===== config.mk =====
export PLATFORM = sky130hd
export DESIGN_NAME = led_fade_state_machine_flat
export DESIGN_NICKNAME = d
export VERILOG_FILES = /design/src/rtl/lfsm_pkg.sv /design/src/rtl/lfsm_if.sv /design/src/rtl/lfsm_div.sv /design/src/rtl/led_fade_state_machine.sv /design/src/flat_wrapper.sv
export SDC_FILE = /design/constraint.sdc
export NUM_CORES = 2
export LEC_CHECK = 0
export BUFFER_PORTS_ARGS = -buffer_cell sky130_fd_sc_hd__buf_2
export CORE_MARGIN = 4
export CORE_UTILIZATION = 45
export DETAILED_ROUTE_END_ITERATION = 7
export PLACE_DENSITY = 0.74
export SLEW_MARGIN = 15
export SYNTH_ARGS = -nofsm -noshare
export SYNTH_HDL_FRONTEND = slang
export SYNTH_SLANG_ARGS = --single-unit
export TNS_END_PERCENT = 20

===== constraint.sdc =====
create_clock -name clk_i -period 9.8 [get_ports clk_i]
set_input_delay 0 -clock clk_i [delete_from_list [all_inputs] [get_ports clk_i]]
set_output_delay 0 -clock clk_i [all_outputs]
set_load 0.005 [all_outputs]

===== src/rtl/lfsm_pkg.sv =====
// Shared types, codes and a helper function for the LED fade controller.
// No dependencies; the divider, the top level and the testbench refer to it by scoped names.
package lfsm_pkg;

  // Widths of the configuration registers and the fade arithmetic.
  localparam int unsigned RegW     = 16;
  localparam int unsigned FracBits = 10;
  localparam int unsigned DivW     = RegW + FracBits;
  localparam int unsigned DivCntW  = $clog2(DivW);
  localparam int unsigned ProdW    = DivW + RegW;

  // Configuration register indexes.
  localparam logic [2:0] REG_PERIOD   = 3'd0;
  localparam logic [2:0] REG_FADE_IN  = 3'd1;
  localparam logic [2:0] REG_FADE_OFF = 3'd2;
  localparam logic [2:0] REG_PWM_MIN  = 3'd3;
  localparam logic [2:0] REG_PWM_MAX  = 3'd4;

  // LED modes; MODE_KEEP only appears as a transition result.
  localparam logic [2:0] MODE_OFF      = 3'd0;
  localparam logic [2:0] MODE_FADE_IN  = 3'd1;
  localparam logic [2:0] MODE_ON       = 3'd2;
  localparam logic [2:0] MODE_FADE_OFF = 3'd3;
  localparam logic [2:0] MODE_KEEP     = 3'd4;

  // Per-LED event codes.
  localparam logic [2:0] EV_NONE      = 3'd0;
  localparam logic [2:0] EV_ON        = 3'd1;
  localparam logic [2:0] EV_OFF       = 3'd2;
  localparam logic [2:0] EV_FORCE_ON  = 3'd3;
  localparam logic [2:0] EV_FORCE_OFF = 3'd4;

  // Kind of duty update queued for one LED.
  typedef enum logic [1:0] {
    EM_ZERO,
    EM_MAX,
    EM_RAMP
  } em_kind_e;

  // One word of the per-LED state memory.
  typedef struct packed {
    logic [1:0]      mode;
    logic [RegW-1:0] fade_step;
  } led_state_t;

  // Transition table: next mode for a given mode and event.
  function automatic logic [2:0] next_mode(input logic [1:0] mode, input logic [2:0] ev);
    logic [2:0] nxt;
    nxt = MODE_KEEP;
    case (mode)
      MODE_OFF[1:0]: begin
        if (ev == EV_ON) nxt = MODE_FADE_IN;
        else if (ev == EV_FORCE_ON) nxt = MODE_ON;
      end
      MODE_FADE_IN[1:0], MODE_FADE_OFF[1:0]: begin
        if (ev == EV_OFF || ev == EV_FORCE_OFF) nxt = MODE_OFF;
        else if (ev == EV_FORCE_ON) nxt = MODE_ON;
      end
      MODE_ON[1:0]: begin
        if (ev == EV_OFF) nxt = MODE_FADE_OFF;
        else if (ev == EV_FORCE_OFF) nxt = MODE_OFF;
      end
      default: nxt = MODE_KEEP;
    endcase
    return nxt;
  endfunction

endpackage


===== src/rtl/lfsm_if.sv =====
// Valid/ready stream interfaces for the tick input and the duty results.
// Depends on nothing; used by the top level of the LED fade controller.
interface lfsm_in_if;
  logic        valid;
  logic        ready;
  logic [11:0] events;

  modport source (output valid, output events, input ready);
  modport sink (input valid, input events, output ready);
endinterface

interface lfsm_out_if;
  logic        valid;
  logic        ready;
  logic [1:0]  led;
  logic [15:0] duty;
  logic        last;

  modport source (output valid, output led, output duty, output last, input ready);
  modport sink (input valid, input led, input duty, input last, output ready);
endinterface


===== src/rtl/lfsm_div.sv =====
// Restoring divider, one quotient bit per cycle, for the fade step counts and slopes.
// Depends on lfsm_pkg for the operand widths.
module lfsm_div (
  input  logic                         clk_i,
  input  logic                         rst_ni,
  input  logic                         start_i,
  input  logic [lfsm_pkg::DivW-1:0]    dividend_i,
  input  logic [lfsm_pkg::RegW-1:0]    divisor_i,
  output logic                         busy_o,
  output logic [lfsm_pkg::DivW-1:0]    quotient_o
);

  logic                         busy_q;
  logic [lfsm_pkg::DivCntW-1:0] cnt_q;
  logic [lfsm_pkg::DivW-1:0]    dvd_q;
  logic [lfsm_pkg::RegW-1:0]    rem_q;
  logic [lfsm_pkg::RegW-1:0]    dsr_q;
  logic [lfsm_pkg::RegW:0]      rem_sh;
  logic                         ge;

  // Shift in the next dividend bit and try a subtraction.
  assign rem_sh = {rem_q, dvd_q[lfsm_pkg::DivW-1]};
  assign ge     = rem_sh >= {1'b0, dsr_q};

  // Control: busy from a start until all DivW quotient bits are shifted in.
  always_ff @(posedge clk_i or negedge rst_ni) begin
    if (!rst_ni) begin
      busy_q <= 1'b0;
      cnt_q  <= '0;
    end else if (start_i) begin
      busy_q <= 1'b1;
      cnt_q  <= '0;
    end else if (busy_q) begin
      cnt_q <= cnt_q + 1'b1;
      if (cnt_q == lfsm_pkg::DivCntW'(lfsm_pkg::DivW - 1)) begin
        busy_q <= 1'b0;
      end
    end
  end

  // Datapath: quotient bits shift into the dividend register.
  always_ff @(posedge clk_i) begin
    if (start_i) begin
      dvd_q <= dividend_i;
      rem_q <= '0;
      dsr_q <= divisor_i;
    end else if (busy_q) begin
      rem_q <= ge ? lfsm_pkg::RegW'(rem_sh - {1'b0, dsr_q}) : rem_sh[lfsm_pkg::RegW-1:0];
      dvd_q <= {dvd_q[lfsm_pkg::DivW-2:0], ge};
    end
  end

  assign busy_o     = busy_q;
  assign quotient_o = dvd_q;

endmodule


===== src/rtl/led_fade_state_machine.sv =====
// LED fade controller top level: tick divider, per-LED state memory, fade arithmetic.
// A tick that does not service is taken straight from idle. A service tick holds off the next
// tick through two divider runs (step counts, then slopes), then a read, an evaluation and
// up to two emits per LED, and a closing state, plus output stalls.
// No result beat is offered before both divider runs and the first evaluation are done.
// Async active-low reset: config and control registers zero, LEDs OFF with fade step 0.
module led_fade_state_machine #(
  parameter int unsigned LED_COUNT = 4
) (
  input  logic              clk_i,
  input  logic              rst_ni,
  input  logic              cfg_we_i,
  input  logic [2:0]        cfg_idx_i,
  input  logic [15:0]       cfg_wdata_i,
  lfsm_in_if.sink           in_if,
  lfsm_out_if.source        out_if
);

  localparam int unsigned IdxW = (LED_COUNT > 1) ? $clog2(LED_COUNT) : 1;
  localparam int unsigned RegW = lfsm_pkg::RegW;

  localparam logic [2:0] ST_IDLE = 3'd0;
  localparam logic [2:0] ST_DIVS = 3'd1;
  localparam logic [2:0] ST_DIVQ = 3'd2;
  localparam logic [2:0] ST_READ = 3'd3;
  localparam logic [2:0] ST_EVAL = 3'd4;
  localparam logic [2:0] ST_EMIT = 3'd5;
  localparam logic [2:0] ST_FIN  = 3'd6;

  // Configuration registers.
  logic [RegW-1:0] period_q, fade_in_q, fade_off_q, pwm_min_q, pwm_max_q;

  always_ff @(posedge clk_i or negedge rst_ni) begin
    if (!rst_ni) begin
      period_q   <= '0;
      fade_in_q  <= '0;
      fade_off_q <= '0;
      pwm_min_q  <= '0;
      pwm_max_q  <= '0;
    end else if (cfg_we_i) begin
      case (cfg_idx_i)
        lfsm_pkg::REG_PERIOD:   period_q   <= cfg_wdata_i;
        lfsm_pkg::REG_FADE_IN:  fade_in_q  <= cfg_wdata_i;
        lfsm_pkg::REG_FADE_OFF: fade_off_q <= cfg_wdata_i;
        lfsm_pkg::REG_PWM_MIN:  pwm_min_q  <= cfg_wdata_i;
        lfsm_pkg::REG_PWM_MAX:  pwm_max_q  <= cfg_wdata_i;
        default: ;
      endcase
    end
  end

  // Control and working registers.
  logic [2:0]                  state_q;
  logic [RegW-1:0]             tick_div_q;
  logic [11:0]                 events_q;
  logic [IdxW-1:0]             led_idx_q;
  logic [RegW-1:0]             steps_in_q, steps_off_q;
  logic [lfsm_pkg::DivW-1:0]   q_in_q, q_off_q;
  logic [lfsm_pkg::ProdW-1:0]  product_q;
  logic [1:0]                  em_cnt_q;
  logic                        em_pos_q;
  lfsm_pkg::em_kind_e          em_kind_q [2];
  logic                        ramp_rise_q;
  logic                        pend_valid_q;
  logic [1:0]                  pend_led_q;
  logic [RegW-1:0]             pend_duty_q;
  logic                        out_valid_q;
  logic [1:0]                  out_led_q;
  logic [RegW-1:0]             out_duty_q;
  logic                        out_last_q;

  // Per-LED state memory with reset valid bits.
  lfsm_pkg::led_state_t        mem_q [LED_COUNT];
  logic [LED_COUNT-1:0]        mem_vld_q;
  lfsm_pkg::led_state_t        rd_data_q;
  logic                        rd_vld_q;
  lfsm_pkg::led_state_t        wr_data;
  logic                        wr_en;

  // Tick handshake and divider decision.
  logic              in_beat;
  logic [RegW:0]     tick_cnt;
  logic              service;

  assign in_if.ready = (state_q == ST_IDLE);
  assign in_beat     = in_if.valid && in_if.ready;
  assign tick_cnt    = {1'b0, tick_div_q} + 1'b1;
  assign service     = (period_q != '0) && !(tick_cnt < {1'b0, period_q});

  // Shared dividers: first the step counts, then the fixed-point slopes.
  logic                       div_start, busy_in, busy_off;
  logic [lfsm_pkg::DivW-1:0]  quo_in, quo_off;
  logic [lfsm_pkg::DivW-1:0]  dvd_in, dvd_off;
  logic [RegW-1:0]            dsr_in, dsr_off;
  logic [RegW-1:0]            pwm_diff;
  logic                       divs_done;

  assign pwm_diff  = (pwm_max_q > pwm_min_q) ? pwm_max_q - pwm_min_q : '0;
  assign divs_done = !busy_in && !busy_off;
  assign div_start = (in_beat && service) || (state_q == ST_DIVS && divs_done);
  assign dvd_in    = (state_q == ST_IDLE) ? lfsm_pkg::DivW'(fade_in_q)
                                          : {pwm_diff, {lfsm_pkg::FracBits{1'b0}}};
  assign dvd_off   = (state_q == ST_IDLE) ? lfsm_pkg::DivW'(fade_off_q)
                                          : {pwm_diff, {lfsm_pkg::FracBits{1'b0}}};
  assign dsr_in    = (state_q == ST_IDLE) ? period_q : quo_in[RegW-1:0];
  assign dsr_off   = (state_q == ST_IDLE) ? period_q : quo_off[RegW-1:0];

  lfsm_div u_div_in (
    .clk_i      (clk_i),
    .rst_ni     (rst_ni),
    .start_i    (div_start),
    .dividend_i (dvd_in),
    .divisor_i  (dsr_in),
    .busy_o     (busy_in),
    .quotient_o (quo_in)
  );

  lfsm_div u_div_off (
    .clk_i      (clk_i),
    .rst_ni     (rst_ni),
    .start_i    (div_start),
    .dividend_i (dvd_off),
    .divisor_i  (dsr_off),
    .busy_o     (busy_off),
    .quotient_o (quo_off)
  );

  // Evaluate one LED: event transition, then the fade action.
  lfsm_pkg::led_state_t        cur;
  logic [2:0]                  ev;
  logic [2:0]                  to_mode;
  logic [1:0]                  m1;
  logic [RegW-1:0]             fs1, fs2;
  logic                        in_fade, rising, fade_end;
  logic [RegW-1:0]             steps_sel;
  logic [lfsm_pkg::DivW-1:0]   q_sel;
  logic [1:0]                  em_cnt_d;
  lfsm_pkg::em_kind_e          em_k0_d, em_k1_d;

  always_comb begin
    cur = rd_vld_q ? rd_data_q : '0;
    ev  = 3'(events_q >> (4'(led_idx_q) * 4'd3));
    if (ev > lfsm_pkg::EV_FORCE_OFF) ev = lfsm_pkg::EV_NONE;
    to_mode  = lfsm_pkg::next_mode(cur.mode, ev);
    em_cnt_d = '0;
    em_k0_d  = lfsm_pkg::EM_ZERO;
    em_k1_d  = lfsm_pkg::EM_ZERO;
    m1       = cur.mode;
    fs1      = cur.fade_step;
    // Transition from the event.
    if (to_mode != lfsm_pkg::MODE_KEEP) begin
      if (cur.mode == lfsm_pkg::MODE_FADE_OFF[1:0]) begin
        em_k0_d  = lfsm_pkg::EM_ZERO;
        em_cnt_d = 2'd1;
      end
      if (cur.mode == lfsm_pkg::MODE_FADE_IN[1:0]) fs1 = '0;
      m1 = to_mode[1:0];
      if (to_mode == lfsm_pkg::MODE_OFF || to_mode == lfsm_pkg::MODE_ON) begin
        if (em_cnt_d == 2'd0) begin
          em_k0_d = (to_mode == lfsm_pkg::MODE_ON) ? lfsm_pkg::EM_MAX : lfsm_pkg::EM_ZERO;
        end else begin
          em_k1_d = (to_mode == lfsm_pkg::MODE_ON) ? lfsm_pkg::EM_MAX : lfsm_pkg::EM_ZERO;
        end
        em_cnt_d = em_cnt_d + 2'd1;
      end else begin
        fs1 = '0;
      end
    end
    // Fade action; entering a fade emits nothing, so the list is empty here.
    in_fade   = (m1 == lfsm_pkg::MODE_FADE_IN[1:0]) || (m1 == lfsm_pkg::MODE_FADE_OFF[1:0]);
    rising    = (m1 == lfsm_pkg::MODE_FADE_IN[1:0]);
    steps_sel = rising ? steps_in_q : steps_off_q;
    q_sel     = rising ? q_in_q : q_off_q;
    fs2       = (fs1 == '1) ? fs1 : fs1 + 1'b1;
    fade_end  = in_fade && (fs2 >= steps_sel);
    wr_data.mode      = m1;
    wr_data.fade_step = fs1;
    if (in_fade) begin
      wr_data.fade_step = fs2;
      if (fade_end && rising) begin
        wr_data.mode      = lfsm_pkg::MODE_ON[1:0];
        wr_data.fade_step = '0;
        em_k0_d           = lfsm_pkg::EM_MAX;
        em_cnt_d          = 2'd1;
      end else if (fade_end) begin
        wr_data.mode = lfsm_pkg::MODE_OFF[1:0];
        em_k0_d      = lfsm_pkg::EM_ZERO;
        em_k1_d      = lfsm_pkg::EM_ZERO;
        em_cnt_d     = 2'd2;
      end else begin
        em_k0_d  = lfsm_pkg::EM_RAMP;
        em_cnt_d = 2'd1;
      end
    end
  end

  assign wr_en = (state_q == ST_EVAL);

  // State memory: registered read at the current LED, write-back from evaluation.
  always_ff @(posedge clk_i) begin
    rd_data_q <= mem_q[led_idx_q];
    if (wr_en) mem_q[led_idx_q] <= wr_data;
  end

  always_ff @(posedge clk_i or negedge rst_ni) begin
    if (!rst_ni) begin
      mem_vld_q <= '0;
      rd_vld_q  <= 1'b0;
    end else begin
      rd_vld_q <= mem_vld_q[led_idx_q];
      if (wr_en) mem_vld_q[led_idx_q] <= 1'b1;
    end
  end

  // Duty of the queued update at the current position.
  lfsm_pkg::em_kind_e  cur_kind;
  logic [31:0]         ramp;
  logic [31:0]         duty_raw;
  logic [RegW-1:0]     duty_sel;

  always_comb begin
    cur_kind = em_kind_q[em_pos_q];
    ramp     = product_q[lfsm_pkg::ProdW-1:lfsm_pkg::FracBits];
    if (ramp_rise_q) duty_raw = ramp;
    else if (ramp > 32'(pwm_max_q)) duty_raw = 32'(pwm_max_q);
    else duty_raw = 32'(pwm_max_q) - ramp;
    case (cur_kind)
      lfsm_pkg::EM_ZERO: duty_sel = '0;
      lfsm_pkg::EM_MAX:  duty_sel = pwm_max_q;
      lfsm_pkg::EM_RAMP: begin
        if (duty_raw > 32'(pwm_max_q)) duty_sel = pwm_max_q;
        else if (duty_raw < 32'(pwm_min_q)) duty_sel = pwm_min_q;
        else duty_sel = duty_raw[RegW-1:0];
      end
      default: duty_sel = '0;
    endcase
  end

  // Output slot is free when empty or being taken this cycle.
  logic out_free, last_led, out_load;
  assign out_free = !out_valid_q || out_if.ready;
  assign last_led = (led_idx_q == IdxW'(LED_COUNT - 1));
  assign out_load = pend_valid_q && out_free && (state_q == ST_EMIT || state_q == ST_FIN);

  // Output valid: set when the pending result moves out, cleared when taken.
  always_ff @(posedge clk_i or negedge rst_ni) begin
    if (!rst_ni) begin
      out_valid_q <= 1'b0;
    end else if (out_load) begin
      out_valid_q <= 1'b1;
    end else if (out_if.ready) begin
      out_valid_q <= 1'b0;
    end
  end

  // Sequencer and pending result.
  always_ff @(posedge clk_i or negedge rst_ni) begin
    if (!rst_ni) begin
      state_q      <= ST_IDLE;
      tick_div_q   <= '0;
      led_idx_q    <= '0;
      em_cnt_q     <= '0;
      em_pos_q     <= 1'b0;
      pend_valid_q <= 1'b0;
    end else begin
      case (state_q)
        ST_IDLE: begin
          if (in_beat) begin
            if (period_q == '0) begin
              tick_div_q <= '0;
            end else if (!service) begin
              tick_div_q <= tick_cnt[RegW-1:0];
            end else begin
              tick_div_q <= '0;
              state_q    <= ST_DIVS;
            end
          end
        end
        ST_DIVS: begin
          if (divs_done) state_q <= ST_DIVQ;
        end
        ST_DIVQ: begin
          if (divs_done) begin
            led_idx_q <= '0;
            state_q   <= ST_READ;
          end
        end
        ST_READ: begin
          state_q <= ST_EVAL;
        end
        ST_EVAL: begin
          em_cnt_q <= em_cnt_d;
          em_pos_q <= 1'b0;
          if (em_cnt_d != 2'd0) begin
            state_q <= ST_EMIT;
          end else if (last_led) begin
            state_q <= ST_FIN;
          end else begin
            led_idx_q <= led_idx_q + 1'b1;
            state_q   <= ST_READ;
          end
        end
        ST_EMIT: begin
          if (!pend_valid_q || out_free) begin
            pend_valid_q <= 1'b1;
            if (2'(em_pos_q) == em_cnt_q - 2'd1) begin
              if (last_led) begin
                state_q <= ST_FIN;
              end else begin
                led_idx_q <= led_idx_q + 1'b1;
                state_q   <= ST_READ;
              end
            end else begin
              em_pos_q <= 1'b1;
            end
          end
        end
        ST_FIN: begin
          if (!pend_valid_q) begin
            state_q <= ST_IDLE;
          end else if (out_free) begin
            pend_valid_q <= 1'b0;
            state_q      <= ST_IDLE;
          end
        end
        default: state_q <= ST_IDLE;
      endcase
    end
  end

  // Payload registers.
  always_ff @(posedge clk_i) begin
    if (in_beat) events_q <= in_if.events;
    if (state_q == ST_DIVS && divs_done) begin
      steps_in_q  <= quo_in[RegW-1:0];
      steps_off_q <= quo_off[RegW-1:0];
    end
    if (state_q == ST_DIVQ && divs_done) begin
      q_in_q  <= quo_in;
      q_off_q <= quo_off;
    end
    if (state_q == ST_EVAL) begin
      product_q    <= lfsm_pkg::ProdW'(q_sel) * lfsm_pkg::ProdW'(fs2);
      ramp_rise_q  <= rising;
      em_kind_q[0] <= em_k0_d;
      em_kind_q[1] <= em_k1_d;
    end
    if (state_q == ST_EMIT && (!pend_valid_q || out_free)) begin
      pend_led_q  <= 2'(led_idx_q);
      pend_duty_q <= duty_sel;
      if (pend_valid_q) begin
        out_led_q  <= pend_led_q;
        out_duty_q <= pend_duty_q;
        out_last_q <= 1'b0;
      end
    end
    if (state_q == ST_FIN && pend_valid_q && out_free) begin
      out_led_q  <= pend_led_q;
      out_duty_q <= pend_duty_q;
      out_last_q <= 1'b1;
    end
  end

  assign out_if.valid = out_valid_q;
  assign out_if.led   = out_led_q;
  assign out_if.duty  = out_duty_q;
  assign out_if.last  = out_last_q;

`ifndef SYNTHESIS
  // No result may be left pending once the sequencer is back at rest.
  a_idle_no_pending: assert property (@(posedge clk_i) disable iff (!rst_ni)
    (state_q == ST_IDLE) |-> !pend_valid_q)
    else $error("pending result left behind at end of tick");

  // The emit position always points inside the queued updates.
  a_emit_in_range: assert property (@(posedge clk_i) disable iff (!rst_ni)
    (state_q == ST_EMIT) |-> (2'(em_pos_q) < em_cnt_q))
    else $error("emit position beyond queued updates");

  // With a zero period a tick beat leaves the divider at zero.
  a_period_zero: assert property (@(posedge clk_i) disable iff (!rst_ni)
    (in_beat && period_q == '0) |=> (tick_div_q == '0))
    else $error("tick divider moved while disabled");

  // Dividers are quiet whenever a tick beat can be taken.
  a_div_idle: assert property (@(posedge clk_i) disable iff (!rst_ni)
    (state_q == ST_IDLE) |-> (!busy_in && !busy_off))
    else $error("divider busy while idle");
`endif

endmodule


===== src/flat_wrapper.sv =====
// flat-port wrapper written by rule: the top's interface ports become plain ports
module led_fade_state_machine_flat 
#(
  parameter int unsigned LED_COUNT = 4
)
  (clk_i, rst_ni, cfg_we_i, cfg_idx_i, cfg_wdata_i, in_if_valid, in_if_events, in_if_ready, out_if_valid, out_if_led, out_if_duty, out_if_last, out_if_ready);
  lfsm_in_if in_if_i ();
  lfsm_out_if out_if_i ();
  input  logic clk_i;
  input  logic rst_ni;
  input  logic cfg_we_i;
  input  logic [2:0] cfg_idx_i;
  input  logic [15:0] cfg_wdata_i;
  input wire logic [$bits(in_if_i.valid)-1:0] in_if_valid;
  input wire logic [$bits(in_if_i.events)-1:0] in_if_events;
  output wire logic [$bits(in_if_i.ready)-1:0] in_if_ready;
  output wire logic [$bits(out_if_i.valid)-1:0] out_if_valid;
  output wire logic [$bits(out_if_i.led)-1:0] out_if_led;
  output wire logic [$bits(out_if_i.duty)-1:0] out_if_duty;
  output wire logic [$bits(out_if_i.last)-1:0] out_if_last;
  input wire logic [$bits(out_if_i.ready)-1:0] out_if_ready;
  assign in_if_i.valid = in_if_valid;
  assign in_if_i.events = in_if_events;
  assign in_if_ready = in_if_i.ready;
  assign out_if_valid = out_if_i.valid;
  assign out_if_led = out_if_i.led;
  assign out_if_duty = out_if_i.duty;
  assign out_if_last = out_if_i.last;
  assign out_if_i.ready = out_if_ready;
  led_fade_state_machine #(.LED_COUNT(LED_COUNT)) u_core (.clk_i(clk_i), .rst_ni(rst_ni), .cfg_we_i(cfg_we_i), .cfg_idx_i(cfg_idx_i), .cfg_wdata_i(cfg_wdata_i), .in_if(in_if_i), .out_if(out_if_i));
endmodule

# After elaboration in Yosys (flattened, before gate mapping)
# Memories as Yosys holds them, arrays and structs flattened. A register that Yosys moved wholly into a read port is not among the register bits.
# Cells that the tools add are included.
dict set report totals {
  elab_cells 263
  mem_count 2
  in_bits 36
  mem_bits_rw 76
  ff_bits 415
  output_inout_bits 21
}
# memory words word_bits read_ports rd_clocked_by_memory_dff wr line_no
set memory_table {}
lappend memory_table {u_core.mem_q 4 18 1 1 1 led_fade_state_machine.sv:73} ;# lfsm_pkg::led_state_t mem_q [LED_COUNT];
lappend memory_table {u_core.em_kind_q 2 2 1 0 2 led_fade_state_machine.sv:62} ;# lfsm_pkg::em_kind_e em_kind_q [2];
dict set report classes {
  n_mul 2
  reduce_logical 55
  n_shift 1
  mux 106
  eq_ne 38
  magnitude_cmp 11
  add_sub_neg 11
  bitwise_logic 1
}
# cell count
set ops {}
lappend ops {{16-bit two-way mux} 18}
lappend ops {{26-bit two-way mux} 7}
lappend ops {{32-bit by 16-bit greater-than comparator with 1-bit output} 2}
lappend ops {{32-bit two-way mux} 2}
lappend ops {{2-bit two-way mux} 29}
lappend ops {{3-bit two-way mux} 17}
lappend ops {{16-bit subtractor} 3}
lappend ops {{26-bit by 16-bit multiplier with 42-bit output} 1}
lappend ops {{18-bit two-way mux} 2}
lappend ops {{17-bit by 16-bit >= comparator with 1-bit output} 2}
lappend ops {{32-bit by 16-bit < comparator with 1-bit output} 1}
lappend ops {{16-bit one-hot mux with 2 select lines} 1}
lappend ops {{16-bit by 32-bit subtractor with 32-bit output} 1}
lappend ops {{3-bit by 2-bit == test with 1-bit output (second input constant)} 7}
lappend ops {{3-bit one-hot mux with 7 select lines} 1}
lappend ops {{5-bit two-way mux} 4}
lappend ops {{1-bit two-way mux} 19}
lappend ops {{2-bit AND reduction} 9}
lappend ops {{16-bit by 1-bit adder with 17-bit output (second input constant)} 1}
lappend ops {{17-bit by 16-bit < comparator with 1-bit output} 1}
lappend ops {{16-bit by 1-bit adder with 16-bit output (second input constant)} 1}
lappend ops {{16-bit == test (second input constant)} 1}
lappend ops {{16-bit >= comparator} 1}
lappend ops {{16-bit greater-than comparator} 1}
lappend ops {{other kinds (36)} 93}

# Depth between registers and ports, before layout
dict set report logic_depth {
  depth_word 22
  mapped_depth 43
  mapped_depth_nobuf 40
}

# By module
# From an unflattened synthesis, not the netlist that was laid out.
dict set report hier_totals {
  hier_cells 3802
  area_unflattened_um2 39250.1
}
# module cells_each seq_area_each_um2 instances area_per_inst_um2
set by_module_without_submodules {}
lappend by_module_without_submodules {led_fade_state_machine 3202 10364.9 1 32386.1}
lappend by_module_without_submodules {lfsm_div 300 1731.7 2 3432.0}

# Least setup slack after synthesis
# Ideal clock, no wire load.
dict set report synth_path {
  path_kind {register -> register}
  from {register u_core.led_idx_q[0]}
  to {register u_core.product_q[36] (netlist bit), data pin}
  stages_incl_launch_ff 38
  synth_period_minus_slack_ns 9.667
  path_slack_ns 0.133
  n_path_buf 3
  required_time_ns 9.538
  arrival_time_ns 9.405
  setup_time_ns 0.262
  path_cell_list {dfrtp_1 buf_2 mux4_2 buf_2 or4b_1 o211ai_2 nor3_4 and2_1 ha_1 nand4_1 nor4_1 or3_1 or3_1 xor2_1 clkbuf_1 nand2_1 fa_1 inv_1 [2 not listed] fa_1 inv_1 fa_1 fa_1 inv_1 fa_1 inv_1 ha_1 a21o_1 a21oi_1 inv_1 a22o_1 a211oi_2 o21ai_1 nor3b_1 a211oi_1 o21ai_1 xor2_1}
}
dict set report synth_between {
  elab_chain_cells 15
  word_cells_on_any_way 28
  cone_classes {1 x add/sub; 2 x mul; 1 x order compare; 8 x eq/ne; 1 x shift; 12 x mux; 3 x reduce/logical}
}
# element line_no
set synth_rtl {}
lappend synth_rtl {{from (decl)} led_fade_state_machine.sv:56} ;# logic [IdxW-1:0] led_idx_q;
lappend synth_rtl {{from (signal assigned)} led_fade_state_machine.sv:299} ;# led_idx_q <= led_idx_q + 1'b1;
lappend synth_rtl {{from (signal assigned)} led_fade_state_machine.sv:310} ;# led_idx_q <= led_idx_q + 1'b1;
lappend synth_rtl {{2-bit by 2-bit multiplier with 4-bit output *} led_fade_state_machine.sv:142} ;# ev = 3'(events_q >> (4'(led_idx_q) * 4'd3));
lappend synth_rtl {{12-bit by 4-bit >> shifter with 3-bit output *} led_fade_state_machine.sv:142}
lappend synth_rtl {{3-bit greater-than comparator} led_fade_state_machine.sv:143} ;# if (ev > lfsm_pkg::EV_FORCE_OFF) ev = lfsm_pkg::EV_NONE;
lappend synth_rtl {{3-bit two-way mux *} led_fade_state_machine.sv:143}
lappend synth_rtl {{3-bit by 2-bit == test with 1-bit output, or another cell as far along} {lfsm_pkg.sv:53, lfsm_pkg.sv:57}}
lappend synth_rtl {{3-bit two-way mux, or another cell as far along} {lfsm_pkg.sv:53, lfsm_pkg.sv:57}}
lappend synth_rtl {{3-bit two-way mux (on tied branches)} {lfsm_pkg.sv:56, lfsm_pkg.sv:52, lfsm_pkg.sv:60}}
lappend synth_rtl {{3-bit one-hot mux with 3 select lines *} lfsm_pkg.sv:50} ;# case (mode)
lappend synth_rtl {{3-bit by 2-bit == test with 1-bit output or 3-bit zero test (tied branches)} led_fade_state_machine.sv:158} ;# if (to_mode == lfsm_pkg::MODE_OFF || to_mode == lfsm_pkg::MODE_ON) begin
lappend synth_rtl {{1-bit logical OR} led_fade_state_machine.sv:158}
lappend synth_rtl {{16-bit two-way mux} led_fade_state_machine.sv:158}
lappend synth_rtl {{16-bit two-way mux} led_fade_state_machine.sv:151} ;# if (to_mode != lfsm_pkg::MODE_KEEP) begin
lappend synth_rtl {{16-bit by 1-bit adder with 16-bit output or 16-bit == test (tied branches)} led_fade_state_machine.sv:174} ;# fs2 = (fs1 == '1) ? fs1 : fs1 + 1'b1;
lappend synth_rtl {{16-bit two-way mux} led_fade_state_machine.sv:174}
lappend synth_rtl {{26-bit by 16-bit multiplier with 42-bit output *} led_fade_state_machine.sv:343} ;# product_q <= lfsm_pkg::ProdW'(q_sel) * lfsm_pkg::ProdW'(fs2);
lappend synth_rtl {{to (signal assigned)} led_fade_state_machine.sv:343}
lappend synth_rtl {{to (decl)} led_fade_state_machine.sv:59} ;# logic [lfsm_pkg::ProdW-1:0] product_q;
# Every way passes the cells marked *; elsewhere a longest branch is shown, timed or not.
# A chain may end at the register's enable or synchronous reset.

# Final worst setup path
dict set report layout_path {
  from {register u_core.led_idx_q[0]}
  to {register u_core.product_q[35] (netlist bit), data pin}
}
# Same word-level chain as after synthesis.

==> qor.yml <==
min_period_over_period_pct: 97.3
die_area_sq_um: 89800
critPathCaptureType: "flip-flop"
clkTransAtPathRegs_ps: 70
slew_headroom_pct: 21.7
root_buffer: "clkbuf_16"
grt-ovfl-total: 0
worstSetupPathType: "reg2reg"
hpwl_um: 74700
track_usage_pct: 21.9
worstPathRequired_ps: 10130
synth_nets: 4430
ys_seq_area_share_pct: 36.1
drc: 0
worstPathArrival_ps: 9870
cp_slowest_cell: "or4b_4"
vias: 28200
grt_pass1_vias: 28300
crit_top_cell: "fa_1"
max_stage_delay_ps: 580
maxCapViolCount: 0
grt_pass1_wl_um: 156000
setup_tns_ps: 0
cts.sinks: 498
nNetsFinal: 4522
initial_core_util_pct: 45.6
numPortBuffers: 56
hp-class: "in2async"
dieHeight_um: 300
route.detailed.wl_per_inst_um: 19.4
ios: 57
outcome: "completed"
dp.cells: 4926
dr.pass1.iters: 7
cp_max_fo: 10
finClkSkew_ps: 43.2
netlist.area_leader.share_pct: 25.4
yosys_most_used_dff: "edfxtp_1"
place_congestion: 0.953
yosys_warnings: 0
critPathLaunchType: "flip-flop"
cts_tree: "yes"
ys_types: 92
fin_crit_ps: 9530
syn_area_per_cell_sq_um: 10.1
ant_nets: 0
num_rows: 106
setup_viol: 0
utilization_pct: 50.6
coreArea_sq_um: 84000
layout-drive-gt1-share_pct: 10.1
drv_slew: 0
vias_per_cell: 5.56
antenna_found_initial: 2
htree_levels: 2
synth_edf_count: 324
synthesis.instances: 3807
grt_max_degree: 84
synth_area_leader_cell: "edfxtp_1"
fin_cells: 5075
synthArstFlopShare_pct: 24.7
drtIter0Drc: 2346
clk_path_buf_depth: 3
area_growth_pct: 10.9
final_cell_mix: "nand2_1, inv_1, fa_1"
die_w_um: 300
worst_slew_pin_slew_ps: 1140
finalHoldViolCount: 0
cts_buffers: 50
whs_ps: 23.3
mostFrequentLayoutCell: "nand2_1"
ys_ff_latch: 498
insertion_delay_ps: 620
synth_area_sq_um: 38300
max_freq_mhz: 105
synth_area_leaders: "edfxtp_1, fa_1, ha_1, dfrtp_1, nand2_1"
drt-total-wl_um: 98600
==> registers in the layout (all words and copies together), names as in the netlist, 12 cells and up <==
name and count:
u_core.out_if.duty 16, u_core.u_div_in.dsr_q 16, u_core.steps_off_q 16, u_core.period_q 16, u_core.tick_div_q 16, u_core.u_div_off.quotient_o 26, u_core.u_div_in.quotient_o 26, u_core.q_in_q 26
u_core.fade_off_q 16, u_core.steps_in_q 16, u_core.u_div_in.rem_q 16, u_core.q_off_q 26, u_core.fade_in_q 16, u_core.product_q 32, u_core.rd_data_q 18, u_core.pwm_min_q 16
u_core.u_div_off.dsr_q 16, u_core.pwm_max_q 16, u_core.events_q 12, u_core.u_div_off.rem_q 16, u_core.pend_duty_q 16, u_core.mem_q 72
==> metrics by stage <==
| stage | setup WS [ps] | instance area, sq um |
|---|---|---|
| CTS | 35.6 | 42200 |
| global placement | 114 | 40100 |
| detailed placement | -68.0 | 40100 |
| global route | -48.5 | 42500 |
| floorplan | 133 | 38300 |
| finish | 269 | 42500 |
==> cell families after synthesis <==
kind of cell | count (synthesis) | synth area share, %
muxes | 183 | 5.80
xor gates and xnor gates | 103 | 2.36
adders and majority gates | 587 | 25.8
and+or+nand+nor | 1173 | 13.7
DFF | 498 | 36.1
AOI/OAI and AO/OA | 554 | 9.26
buffers and inverters | 709 | 6.97
==> cell type report <==
cell class	instances	area, sq um
antenna	1	2.50
clock buffer	58	1280
clock inverter	35	407
fill	7361	41500
inverter	567	2150
multi-input combinational	2600	22000
sequential	498	13800
tap	1134	1420
timing repair buffer	182	1400
==> path summary, 6_finish.rpt <==
check	startpoint	to	slack, ps	depth (start not counted)
min in group clk_i	cfg_idx_i[2]	u_core.period_q[5]	100	5
worst min-delay path	rst_ni	u_core.fade_in_q[0]	20	2
worst max-delay path	u_core.led_idx_q[0]	u_core.product_q[35]	270	35
worst min register to register	u_core.pend_duty_q[12]	u_core.out_if.duty[12]	420	0
max in group asynchronous	rst_ni	u_core.pwm_max_q[9]	8460	3
worst max register to register	u_core.led_idx_q[0]	u_core.product_q[35]	270	35
==> routing by layer <==
metal	GRT usage, %	wire length (um)	share of wire (%)
met1	29.4	41300	42
met2	34.9	45300	46
met3	4.22	7440	7.5
met4	9.18	4570	4.6
met5	0	17	0.017
==> critical path, delay by kind of cell (launching register included) <==
kind / cells / cell delay, ps
buf+inv: 6 / 430
compound gates: 7 / 1390
xor+xnor: 2 / 230
simple gates: 11 / 2500
flops: 1 / 430
fa+ha+maj: 8 / 3710
mux: 1 / 560
==> Yosys cell counts (40+ instances only) <==
library cell,n
a21o_1,55
a21oi_1,136
clkbuf_1,130
dfrtp_1,123
dfxtp_1,51
edfxtp_1,324
fa_1,337
ha_1,250
inv_1,559
mux2_2,80
mux2i_1,79
nand2_1,603
nand3_1,66
nand4_1,43
nor2_1,228
nor3_1,42
o21ai_0,131
xnor2_1,63
xor2_1,40
==> what timing repair did <==
| item | CTS | global route |
|---|---|---|
| hold endpoints to repair | 162 | 0 |
| gates resized for setup | 6 | 38 |
| buffers inserted | 0 | 14 |
| endpoints found under the setup margin | 4 | 23 |
| hold buffers | 41 | 0 |
| pin swaps | 0 | 5 |
Power is not shown: default switching activity piles up to over one toggle a cycle in this logic, so the estimate is an artifact.
